### config.mk
export PLATFORM = sky130hd
export DESIGN_NAME = rcd_div
export DESIGN_NICKNAME = d
export VERILOG_FILES = /design/src/rtl/core/rsa_crt_decrypt_defines.svh /design/src/rtl/core/rcd_pkg.sv /design/src/rtl/core/rcd_div.sv
export SDC_FILE = /design/constraint.sdc
export NUM_CORES = 1
export LEC_CHECK = 0
export ABC_AREA = 1
export BUFFER_PORTS_ARGS = -buffer_cell sky130_fd_sc_hd__clkbuf_2
export CAP_MARGIN = 10
export CELL_PAD_IN_SITES_DETAIL_PLACEMENT = 1
export CELL_PAD_IN_SITES_GLOBAL_PLACEMENT = 2
export CORE_MARGIN = 5
export CORE_UTILIZATION = 30
export DETAILED_ROUTE_END_ITERATION = 8
export GPL_TIMING_DRIVEN = 0
export PLACE_DENSITY = 0.75
export SYNTH_ARGS = -nofsm -noshare
export SYNTH_HDL_FRONTEND = slang
export SYNTH_SLANG_ARGS = --single-unit
### constraint.sdc
create_clock -name i_clk -period 3.4 [get_ports i_clk]
set_input_delay 0.34 -clock i_clk [delete_from_list [all_inputs] [get_ports i_clk]]
set_output_delay 0.34 -clock i_clk [all_outputs]
set_load 0.02 [all_outputs]
### src/rtl/core/rsa_crt_decrypt_defines.svh
// ----------------------------------------------------------------------------
// rsa_crt_decrypt_defines
// assertion macros for the rsa crt decryption block
// ----------------------------------------------------------------------------
`ifndef RSA_CRT_DECRYPT_DEFINES_SVH
`define RSA_CRT_DECRYPT_DEFINES_SVH
`ifndef SYNTH
`define RCD_ASSERT(lbl, prop) \
    lbl: assert property (@(posedge i_clk) disable iff (!i_rst_n) prop) \
        else $error("rcd assertion failed");
`define RCD_ASSERT_NEXT(lbl, cond, expr) \
    lbl: assert property (@(posedge i_clk) disable iff (!i_rst_n) (cond) |=> (expr)) \
        else $error("rcd sequencing check failed");
`else
`define RCD_ASSERT(lbl, prop)
`define RCD_ASSERT_NEXT(lbl, cond, expr)
`endif
`endif

### src/rtl/core/rcd_pkg.sv
// ----------------------------------------------------------------------------
// rcd_pkg
// shared widths, register map and divider interface types
// ----------------------------------------------------------------------------
package rcd_pkg;

    localparam int PRIME_W  = 32;
    localparam int EXP_W    = 64;
    localparam int DIVD_W   = 64;
    localparam int CNT_W    = $clog2(DIVD_W);
    localparam int SGN_W    = PRIME_W + 2;
    localparam int PROD_W   = 2 * SGN_W;
    localparam int ADDR_W   = 5;
    localparam int DATA_W   = 64;

    localparam logic [1:0] REG_EXPONENT = 2'd0;
    localparam logic [1:0] REG_PRIME_P  = 2'd1;
    localparam logic [1:0] REG_PRIME_Q  = 2'd2;

    typedef struct packed {
        logic                start;
        logic [DIVD_W-1:0]   dividend;
        logic [PRIME_W-1:0]  divisor;
    } t_div_req;

    typedef struct packed {
        logic                busy;
        logic                done;
        logic [DIVD_W-1:0]   quotient;
        logic [PRIME_W-1:0]  remainder;
    } t_div_rsp;

endpackage

### src/rtl/core/rcd_div.sv
// ----------------------------------------------------------------------------
// rcd_div
// restoring divider, one quotient bit per cycle, 64-bit by 32-bit
// ----------------------------------------------------------------------------
module rcd_div (
    input  logic              i_clk,
    input  logic              i_rst_n,
    input  rcd_pkg::t_div_req i_req,
    output rcd_pkg::t_div_rsp o_rsp
);
    import rcd_pkg::*;

    logic [PRIME_W-1:0] r_rem;
    logic [DIVD_W-1:0]  r_quo;
    logic [PRIME_W-1:0] r_dvs;
    logic [CNT_W-1:0]   r_cnt;
    logic               r_busy;
    logic               r_done;

    logic [PRIME_W:0]   w_sh;
    logic               w_ge;
    logic [PRIME_W:0]   w_sub;

    assign w_sh  = {r_rem, r_quo[DIVD_W-1]};
    assign w_ge  = w_sh >= {1'b0, r_dvs};
    assign w_sub = w_sh - {1'b0, r_dvs};

    always_ff @(posedge i_clk) begin
        if (!i_rst_n) begin
            r_busy <= 1'b0;
            r_done <= 1'b0;
            r_cnt  <= '0;
        end else begin
            r_done <= 1'b0;
            if (i_req.start && !r_busy) begin
                r_busy <= 1'b1;
                r_cnt  <= '0;
                r_rem  <= '0;
                r_quo  <= i_req.dividend;
                r_dvs  <= i_req.divisor;
            end else if (r_busy) begin
                r_rem <= w_ge ? w_sub[PRIME_W-1:0] : w_sh[PRIME_W-1:0];
                r_quo <= {r_quo[DIVD_W-2:0], w_ge};
                r_cnt <= r_cnt + 1'b1;
                if (r_cnt == CNT_W'(DIVD_W - 1)) begin
                    r_busy <= 1'b0;
                    r_done <= 1'b1;
                end
            end
        end
    end

    assign o_rsp.busy      = r_busy;
    assign o_rsp.done      = r_done;
    assign o_rsp.quotient  = r_quo;
    assign o_rsp.remainder = r_rem;

endmodule

---- Word-level counts from Yosys, hierarchy flattened ----
Cells that the tools add are included.
operators by class
  bitwise gates (word level) .............. 2
  multiplexer cells ....................... 8
  reductions and logical operators ........ 7
  equal/unequal tests ..................... 1
  $add $sub $neg .......................... 2
  magnitude comparators ................... 1
operator list
  cell                                         number
  two-way mux 64 bit                           2
  two-way mux 32 bit                           2
  >= comparator 33 x 32 -> 1 bit               1
  subtractor 32 bit                            1
  adder 6 x 1 -> 6 bit, second input constant  1
  equality test 6 bit, second input constant   1
  two-way mux 1 bit                            4
  AND reduction 2 bit                          2
  OR reduction 3 bit                           1
  NOT 1 bit                                    2
  nonzero test 2 bit                           1
  OR reduction 2 bit                           1
  logical AND 1 bit                            1
  zero test 1 bit                              1
word-level totals
  flip-flop bits (word level) ............. 136
  bits of input ports ..................... 99
  output and inout bits ................... 98

---- Longest topological paths before layout ----
Gate-level depths: netlist (run 1).
  depth in word-level cells ............... 4
  depth in mapped cells ................... 17
  gate-level depth less buffers ........... 15

---- Worst setup path before layout (run 1) ----
Ideal clock, no wire load.
  path type ............................... reg-to-reg
  start point ............................. reg r_busy
  end point ............................... reg r_quo[0] (enable)
  required time ........................... 2,942 ps
  library setup time ...................... 458 ps
  cell stages (with the launch flop) ...... 4
  period minus slack after synthesis ...... 3,085 ps
  path slack .............................. 315 ps
  data arrival time ....................... 2,627 ps
  path through ............................ dfxtp_1 -> buf_2 -> nand2_1 -> nand2_1
between the ends
  word-level cells in the longest chain between the ends .. 4
RTL lines
  item                               line           source
  from (decl)                        rcd_div.sv:17  logic r_busy;
  from (signal assigned)             rcd_div.sv:30  r_busy <= 1'b0;
  from (signal assigned)             rcd_div.sv:36  r_busy <= 1'b1;
  from (signal assigned)             rcd_div.sv:46  r_busy <= 1'b0;
  zero test 1 bit                    rcd_div.sv:35  if (i_req.start && !r_busy) begin
  logical AND 1 bit                  rcd_div.sv:35
  nonzero test 2 bit (no line) (*)   --
  AND reduction 2 bit (no line) (*)  --
  to (signal assigned)               rcd_div.sv:39  r_quo <= i_req.dividend;
  to (signal assigned)               rcd_div.sv:43  r_quo <= {r_quo[DIVD_W-2:0], w_ge};
  to (decl)                          rcd_div.sv:14  logic [DIVD_W-1:0] r_quo;
Every way passes the cells marked *; elsewhere a longest branch is shown, timed or not.
A chain may end at the register's enable or synchronous reset.

---- Worst setup path in the final report (run 1) ----
  start point ............................. reg r_quo[63]
  end point ............................... reg r_rem[28], data pin
between the ends
  word-level cells in the longest chain between the ends .. 3
  elaborated cells between the ends (all ways) .. 4
  classes of those cells .................. add/sub (1); order compare (1); mux (2)
RTL lines
  item                                                                        line                          source
  subtractor 32 bit / >= comparator 33 x 32 -> 1 bit (equally long branches)  rcd_div.sv:26, rcd_div.sv:25
  two-way mux 32 bit (*)                                                      rcd_div.sv:42                 r_rem <= w_ge ? w_sub[PRIME_W-1:0] : w_sh[PRIME_W-1:0];
  two-way mux 32 bit (*)                                                      rcd_div.sv:41                 end else if (r_busy) begin
  to (signal assigned)                                                        rcd_div.sv:42
  to (decl)                                                                   rcd_div.sv:13                 logic [PRIME_W-1:0] r_rem;
Every way passes the cells marked *; elsewhere a longest branch is shown, timed or not. The select of a mux whose other input is x is not followed.

==> impl_table.tex, run 1 <==
\begin{tabular}{lr}
\hline
Metric & Value \\
\hline
\multicolumn{2}{l}{\textbf{Global route}} \\
Remaining global-route overflow & 0 \\
Pin count of the biggest net entering global routing & 52 \\
Wire length of the first global-routing pass & around 43000 um \\
Number of antenna violations at the first check in global routing & 2 \\
Vias in the first global route & between 7k and 8k \\
Overall fraction of global-route tracks in use & 17.8\% \\
\multicolumn{2}{l}{\textbf{Run status}} \\
Run status & complete, no violations \\
\multicolumn{2}{l}{\textbf{Floorplan}} \\
Die width & between 150 and 200 um \\
Die area & roughly 32000 sq um \\
Total I/O pin count & approximately 200 \\
Effective utilization at floorplan & a little under a third \\
Placeable core region & approximately 28000 sq um \\
Die height & roughly 180 um \\
Std-Cell Rows & 61 \\
\multicolumn{2}{l}{\textbf{Setup path}} \\
Critical path data arrival time & 2.81 ns \\
Critical Path RT & 3.59 ns \\
Critical-path maximum fanout & 3 \\
Sort of element at the end of the critical path & register \\
CP Launch Type & register \\
Critical path start-end classification & register to register \\
\multicolumn{2}{l}{\textbf{STA}} \\
Worst slew pin tran & around 0.71 ns \\
Fraction of the cycle the final worst path needs & slightly below 80\% \\
Max-slew violation total from the final report & 0 \\
Number of setup violations in the final report & 0 \\
Slew headroom & between 50\% and 60\% \\
Achievable frequency & roughly 380 MHz \\
Final Hold Viols & 0 \\
Unrepaired setup endpoints after global routing & no \\
Worst clock skew & about 0.022 ns \\
Tmin final & 2.62 ns \\
WHS & about 0.066 ns \\
\multicolumn{2}{l}{\textbf{Place}} \\
Number of instances in the placed design & $\sim$1.6k \\
Routability-driven placement congestion ratio & 0.827 \\
Port Buf Inserts & around 200 \\
Hpwl dp & $\sim$22000 um \\
Placement Cell Area & approximately 10000 sq um \\
\multicolumn{2}{l}{\textbf{Synth}} \\
Post-synth EDFFs & approximately 130 \\
Average size of a mapped cell & 8.59 sq um \\
Share of Yosys cell area claimed by the top area cell type & a little under half \\
Count of unique library cells instantiated by Yosys & 38 \\
Most area-hungry cell type in the Yosys netlist & edfxtp\_1 \\
\#FFs+latches synth & roughly 140 \\
Ranking of synthesized cells by instance count & 305 x nand2\_1, 171 x inv\_1, 128 x edfxtp\_1 \\
Register area share after synthesis & $\sim$47\% \\
Yosys warning count & 0 \\
Cell area after synthesis & roughly 8500 sq um \\
Top flip-flop cell by instance count after synthesis & edfxtp\_1 \\
Most instantiated library cell after synthesis & nand2\_1 \\
Main area contributors after synthesis & edfxtp\_1 45\%, nand2\_1 14\%, mux2\_2 8.4\% \\
Post-synthesis net count & roughly 1.1k \\
Post-synth ARST share & 0\% \\
Instance count of the mapped netlist & 985 \\
\multicolumn{2}{l}{\textbf{Power and ir drop}} \\
Peak supply drop & roughly 0.41 mV \\
Standby leakage power & 0.00522 uW \\
PwrDens & between 500 and 600 nW/um\^{}2 \\
\multicolumn{2}{l}{\textbf{Final layout}} \\
Final standard cell count with taps included and fillers excluded & between 1.5k and 2k \\
Area Overhead vs Synth & 25.1\% \\
Total number of nets in the final design & between 1k and 1.5k \\
Fraction of layout cells with a size suffix above 1 & approximately 29\% \\
Total non-filler cell area in the finished layout & between 10000 and 15000 sq um \\
Post-layout util & roughly two fifths \\
Diode count & 0 \\
\multicolumn{2}{l}{\textbf{CTS}} \\
TritonCTS buffer count & 17 \\
CTS sink cnt & between 100 and 150 \\
Reg clk slew, reported paths & about 0.080 ns \\
Setup repair bufs after CTS & 0 \\
CTS root buffer & clkbuf\_16 \\
PostCTS Resize Cnt & 0 \\
Number of levels the H-tree was split into & 4 \\
Number of hold buffers added after cts & 0 \\
TritonCTS clock tree & done \\
Largest buffer count on any clock path & 2 \\
Clk\_lat worst skew & between 0.4 and 0.5 ns \\
\multicolumn{2}{l}{\textbf{Run}} \\
Max-cap viol count & 0 \\
\multicolumn{2}{l}{\textbf{Routing}} \\
Number of detailed-route iterations in the first pass & 4 \\
Post-route ant nets & 0 \\
Initial drt markers & 235 \\
Total Routed Length & roughly 27000 um \\
Count of vias placed by the detailed router & 7043 \\
Wire length per cell after detailed routing & about 17 um \\
DRC Markers & 0 \\
Number of vias per cell & 4.42 \\
\multicolumn{2}{l}{\textbf{Hold path}} \\
Worst min-delay path category & primary input to register \\
\hline
\end{tabular}
## placed cells by master, fill, tap and decap left out, types with 15 or more instances in the layout
| cell type | count |
|---|---|
| nand2_1 | 304 |
| clkbuf_2 | 196 |
| inv_1 | 171 |
| edfxtp_1 | 128 |
| nor2_1 | 102 |
| mux2_2 | 63 |
| ha_1 | 33 |
| nand3_1 | 30 |
| nand3b_1 | 23 |
| a21oi_1 | 20 |
| clkbuf_16 | 17 |
| nor2_2 | 15 |
## critical path: stages, from the launching register on
cell	delay [ns]
edfxtp_1	0.38
inv_1	0.07
ha_1	0.23
fa_1	0.43
inv_1	0.15
nand2_1	0.07
nand2_1	0.08
and2_1	0.25
nand2_1	0.08
nand3_1	0.17
nand2_1	0.16
nand3_1	0.11
nand2_1	0.07
nor2_2	0.08
nor2_1	0.04
## sequential cells by signal, indices dropped and copies added (netlist names)
signal / flops
r_dvs: 32
r_cnt: 6
r_busy: 1
r_quo: 64
r_done: 1
r_rem: 32
## worst paths after layout
kind | start | endpoint | slack [ns] | cells past startpoint
hold reg to reg | r_cnt[1] | r_cnt[1] | 0.50 | 2
setup reg to reg | r_quo[63] | r_rem[28] | 0.78 | 14
hold / removal | i_req[21] | r_dvs[21] | 0.07 | 1
setup / recovery | r_quo[63] | r_rem[28] | 0.78 | 14
## power by group
| part | internal [uW] | total, uW | leakage (uW) | switching [uW] |
|---|---|---|---|---|
| registers | 2080 | 2190 | 0.00129 | 110 |
| clock network | 1110 | 1980 | 0.000293 | 869 |
| logic | 688 | 1950 | 0.00364 | 1260 |
## cell families after synthesis
| kind of cell | after synthesis | synth area share [%] |
|---|---|---|
| buffers and inverters | 196 | 9.32 |
| AO/OA/AOI/OAI | 25 | 1.61 |
| adder cells (fa/ha/maj) | 34 | 5.12 |
| multiplexers | 63 | 8.39 |
| flip-flops | 136 | 47.3 |
| XOR/XNOR | 15 | 1.55 |
| AND/OR/NAND/NOR | 516 | 26.7 |
## per-layer routing
metal	vias up	GRT usage, %	routed length, um
met5	-	0	19
met3	25	7.18	2290
met2	189	29.9	13000
met1	3274	21.2	11700
li1	3551	-	-
met4	4	4.87	446
## metrics by stage
step / setup TNS (ns) / setup slack, ns / total power, uW
detailed placement: 0 / 0.792 / 4230
global placement: -99.94 / -1.02 / 4210
floorplan: 0 / 0.315 / 3560
global route: 0 / 0.570 / 6520
finish: 0 / 0.775 / 6130
CTS: 0 / 0.744 / 6240
## final cells by class
type	instances	area, sq um
clock buffers	17	425
repair buffers	198	1040
clock inverters	15	178
flip-flops and latches	136	4000
multi-input cells	653	3680
inverters	175	662
plain buffers	21	126
well taps	378	473
fillers	3378	17200
Power figures use the tool's default switching activity.
==> run 2: changes to the inputs <==
CORE_UTILIZATION = 29   (was 30)
PLACE_DENSITY = 0.76   (was 0.75)
clock period = 2.21 ns   (was 3.4 ns; I/O delays follow)
==> run 2 against run 1 <==
  * Clock-buffer cell count up 1
  * Worst setup slack worse by 0.85 ns
  * Highest routed layer is now met4
  * Combinational power up 96%
  * Largest cell class is now multi-input gates
  * Flip-flop and latch count unchanged
  * Register-to-register slack worse by 0.85 ns
  * Cell area up 15%
  * Clock skew about the same
  * Wire length up 7.0%
  * Sequential power up 55%
  * The run now ends with setup timing left
==> impl_table.tex, run 2 (synthesis gave the netlist of run 1 again) <==
\begin{tabular}{lr}
\hline
Metric & Value \\
\hline
\multicolumn{2}{l}{\textbf{Setup path}} \\
Critical path data arrival time & around 2.5 ns \\
Slowest stage cell on the critical path & fa\_2 \\
Cell-by-cell trace of the critical path & inv\_2 -> ha\_4 -> fa\_2 -> inv\_2 -> nand2\_1 -> nand3\_2 -> nand2\_1 -> nand2\_1 -> nand2\_1 -> nand3\_1 -> nand2\_1 -> nor2\_2 -> nor2\_1 \\
Most frequent cell on the critical path & nand2\_1 \\
Critical path start-end classification & register to register \\
Critical-path maximum fanout & 3 \\
CP Launch Type & register \\
Sort of element at the end of the critical path & register \\
Maximum single-stage delay on the critical path & between 0.4 and 0.5 ns \\
Critical Path RT & approximately 2.4 ns \\
Reg2reg path depth & 13 \\
\multicolumn{2}{l}{\textbf{CTS}} \\
TritonCTS clock tree & done \\
Number of levels the H-tree was split into & 4 \\
Largest buffer count on any clock path & 2 \\
CTS root buffer & clkbuf\_16 \\
Reg clk slew, reported paths & roughly 0.08 ns \\
Clk\_lat worst skew & between 0.4 and 0.5 ns \\
TritonCTS buffer count & 17 \\
CTS sink cnt & 136 \\
\multicolumn{2}{l}{\textbf{Final layout}} \\
Area Overhead vs Synth & 43.6\% \\
Diode count & 0 \\
Total non-filler cell area in the finished layout & 12100 sq um \\
Top flop regs & r\_quo x64, r\_dvs x32, r\_rem x32 \\
Total number of nets in the final design & $\sim$1.4k \\
Leading cell types in the layout, fill and taps excluded & 279 x nand2\_1, 198 x clkbuf\_2, 165 x inv\_1 \\
Post-layout util & 42.2\% \\
Fraction of layout cells with a size suffix above 1 & 38.8\% \\
Number of flip-flops in the largest register & between 60 and 70 \\
Register with the most flip-flops & r\_quo \\
Fill cell instance count of the final layout & 3403 \\
Leading cell type in the layout, fill and taps excluded & nand2\_1 \\
\multicolumn{2}{l}{\textbf{Hold path}} \\
Number of stages on the worst hold path & 2 \\
Worst min-delay path category & primary input to register \\
\multicolumn{2}{l}{\textbf{Routing}} \\
DRC Markers & 0 \\
Post-route ant nets & 0 \\
Initial drt markers & 297 \\
Count of vias placed by the detailed router & roughly 7.5k \\
Number of detailed-route iterations in the first pass & 4 \\
Number of vias per cell & between 4 and 5 \\
Wire length per cell after detailed routing & $\sim$17 um \\
Total Routed Length & 29400 um \\
\multicolumn{2}{l}{\textbf{STA}} \\
Slew headroom & between 50 and 60\% \\
Max-slew violation total from the final report & 0 \\
Final Hold Viols & 0 \\
Achievable frequency & between 400 and 500 MHz \\
Fraction of the cycle the final worst path needs & 103\% \\
Tmin final & about 2.3 ns \\
Unrepaired setup endpoints after global routing & yes \\
Number of setup violations in the final report & 25 \\
WHS & 0.0796 ns \\
Worst Setup Slack, final & -0.0713 ns \\
Worst slew pin tran & 0.616 ns \\
Worst clock skew & 0.0222 ns \\
\multicolumn{2}{l}{\textbf{Global route}} \\
Pin count of the biggest net entering global routing & 59 \\
Number of antenna violations at the first check in global routing & 0 \\
Overall fraction of global-route tracks in use & roughly 18\% \\
Vias in the first global route & approximately 8.3k \\
Wire length of the first global-routing pass & between 40000 and 50000 um \\
Remaining global-route overflow & 0 \\
\multicolumn{2}{l}{\textbf{Floorplan}} \\
Die area & roughly 33000 sq um \\
Total I/O pin count & a little under 200 \\
Placeable core region & approximately 29000 sq um \\
Die height & around 180 um \\
Die width & roughly 180 um \\
Effective utilization at floorplan & about 30\% \\
Std-Cell Rows & 62 \\
\multicolumn{2}{l}{\textbf{Place}} \\
Hpwl dp & around 22000 um \\
Routability-driven placement congestion ratio & 0.836 \\
Port Buf Inserts & between 150 and 200 \\
Placement Cell Area & approximately 10000 sq um \\
\multicolumn{2}{l}{\textbf{Power and ir drop}} \\
PwrDens & 843 nW/um\^{}2 \\
Design Power & approximately 10000 uW \\
Peak supply drop & 0.470 mV \\
Standby leakage power & approximately 0.0057 uW \\
\multicolumn{2}{l}{\textbf{Run}} \\
Max-cap viol count & 0 \\
\multicolumn{2}{l}{\textbf{Run status}} \\
Failing checks & setup timing \\
Run status & finished, violations left \\
\hline
\end{tabular}
run 2: cell types whose count changed in the layout (fill, tap and decap cells not counted), moves of 6 or more:
| cell | change |
|---|---|
| ha_4 | +30 |
| ha_1 | -31 |
| dlygate4sd3_1 | +32 |
| nor2_1 | -20 |
| buf_4 | +58 |
| nand2_2 | +20 |
| nand2_1 | -25 |
| nand3_1 | -8 |
| inv_1 | -6 |
| nor2_4 | +15 |
| nand3_2 | +7 |
run 2: area by class of cell:
type                       count  area, sq um  share of cell area (%)
clock inverter                14          158                    1.30
inverter                     175          664                    5.47
multi-input combinational    653         4360                    35.9
timing repair buffer         292         1860                    15.3
clock buffer                  18          429                    3.53
sequential                   136         4000                    33.0
tap                          384          480                    3.96
buffer                        20          184                    1.51
run 2: path summary, 6_finish.rpt:
check	start	to	slack, ns
worst min register to register	r_cnt[1]	r_cnt[1]	0.51
worst max-delay path	r_quo[63]	r_rem[30]	-0.07
worst min-delay path	i_req[83]	r_quo[51]	0.08
worst max register to register	r_quo[63]	r_rem[30]	-0.07
run 2: what timing repair did:
item / in CTS / in global routing
endpoints found under the hold margin: 32 / 0
hold buffers: 32 / 0
setup buffers: 55 / 7
gates resized for setup: 112 / 42
pin swaps: 32 / 18
cloned: 0 / 1
setup endpoints to repair: 33 / 33
run 2: routing by layer:
layer  GRT usage [%]  vias to the layer above  share of wire [%]
met2            31.2                      186                 49
met5               0                        -                  0
met4            3.18                        0                1.0
li1                -                     3755                  -
met3            6.76                       17                7.7
met1            21.1                     3556                 42
run 2: where the power goes:
group	internal, uW	switching, uW	total [uW]
Combinational	1600	2240	3830
Clock	1690	1300	2990
Sequential	3210	198	3400
Total	6500	3740	10200
run 2: worst max-delay path, delay by kind of cell, from the launching register on:
kind | cells | cell delay (ns)
fa+ha+maj | 2 | 0.59
flops | 1 | 0.39
buf+inv | 2 | 0.16
simple gates | 9 | 0.90
run 2: through the flow:
stage,setup WS [ns],std cells,TNS [ns]
3_3_place_gp,-0.714,1565,-86.85
2_1_floorplan,0.0200,985,0
3_5_place_dp,-0.419,1567,-10.75
4_1_cts,-0.0633,1686,-0.835
6_report,-0.0713,1692,-0.773
5_1_grt,-0.191,1692,-4.34
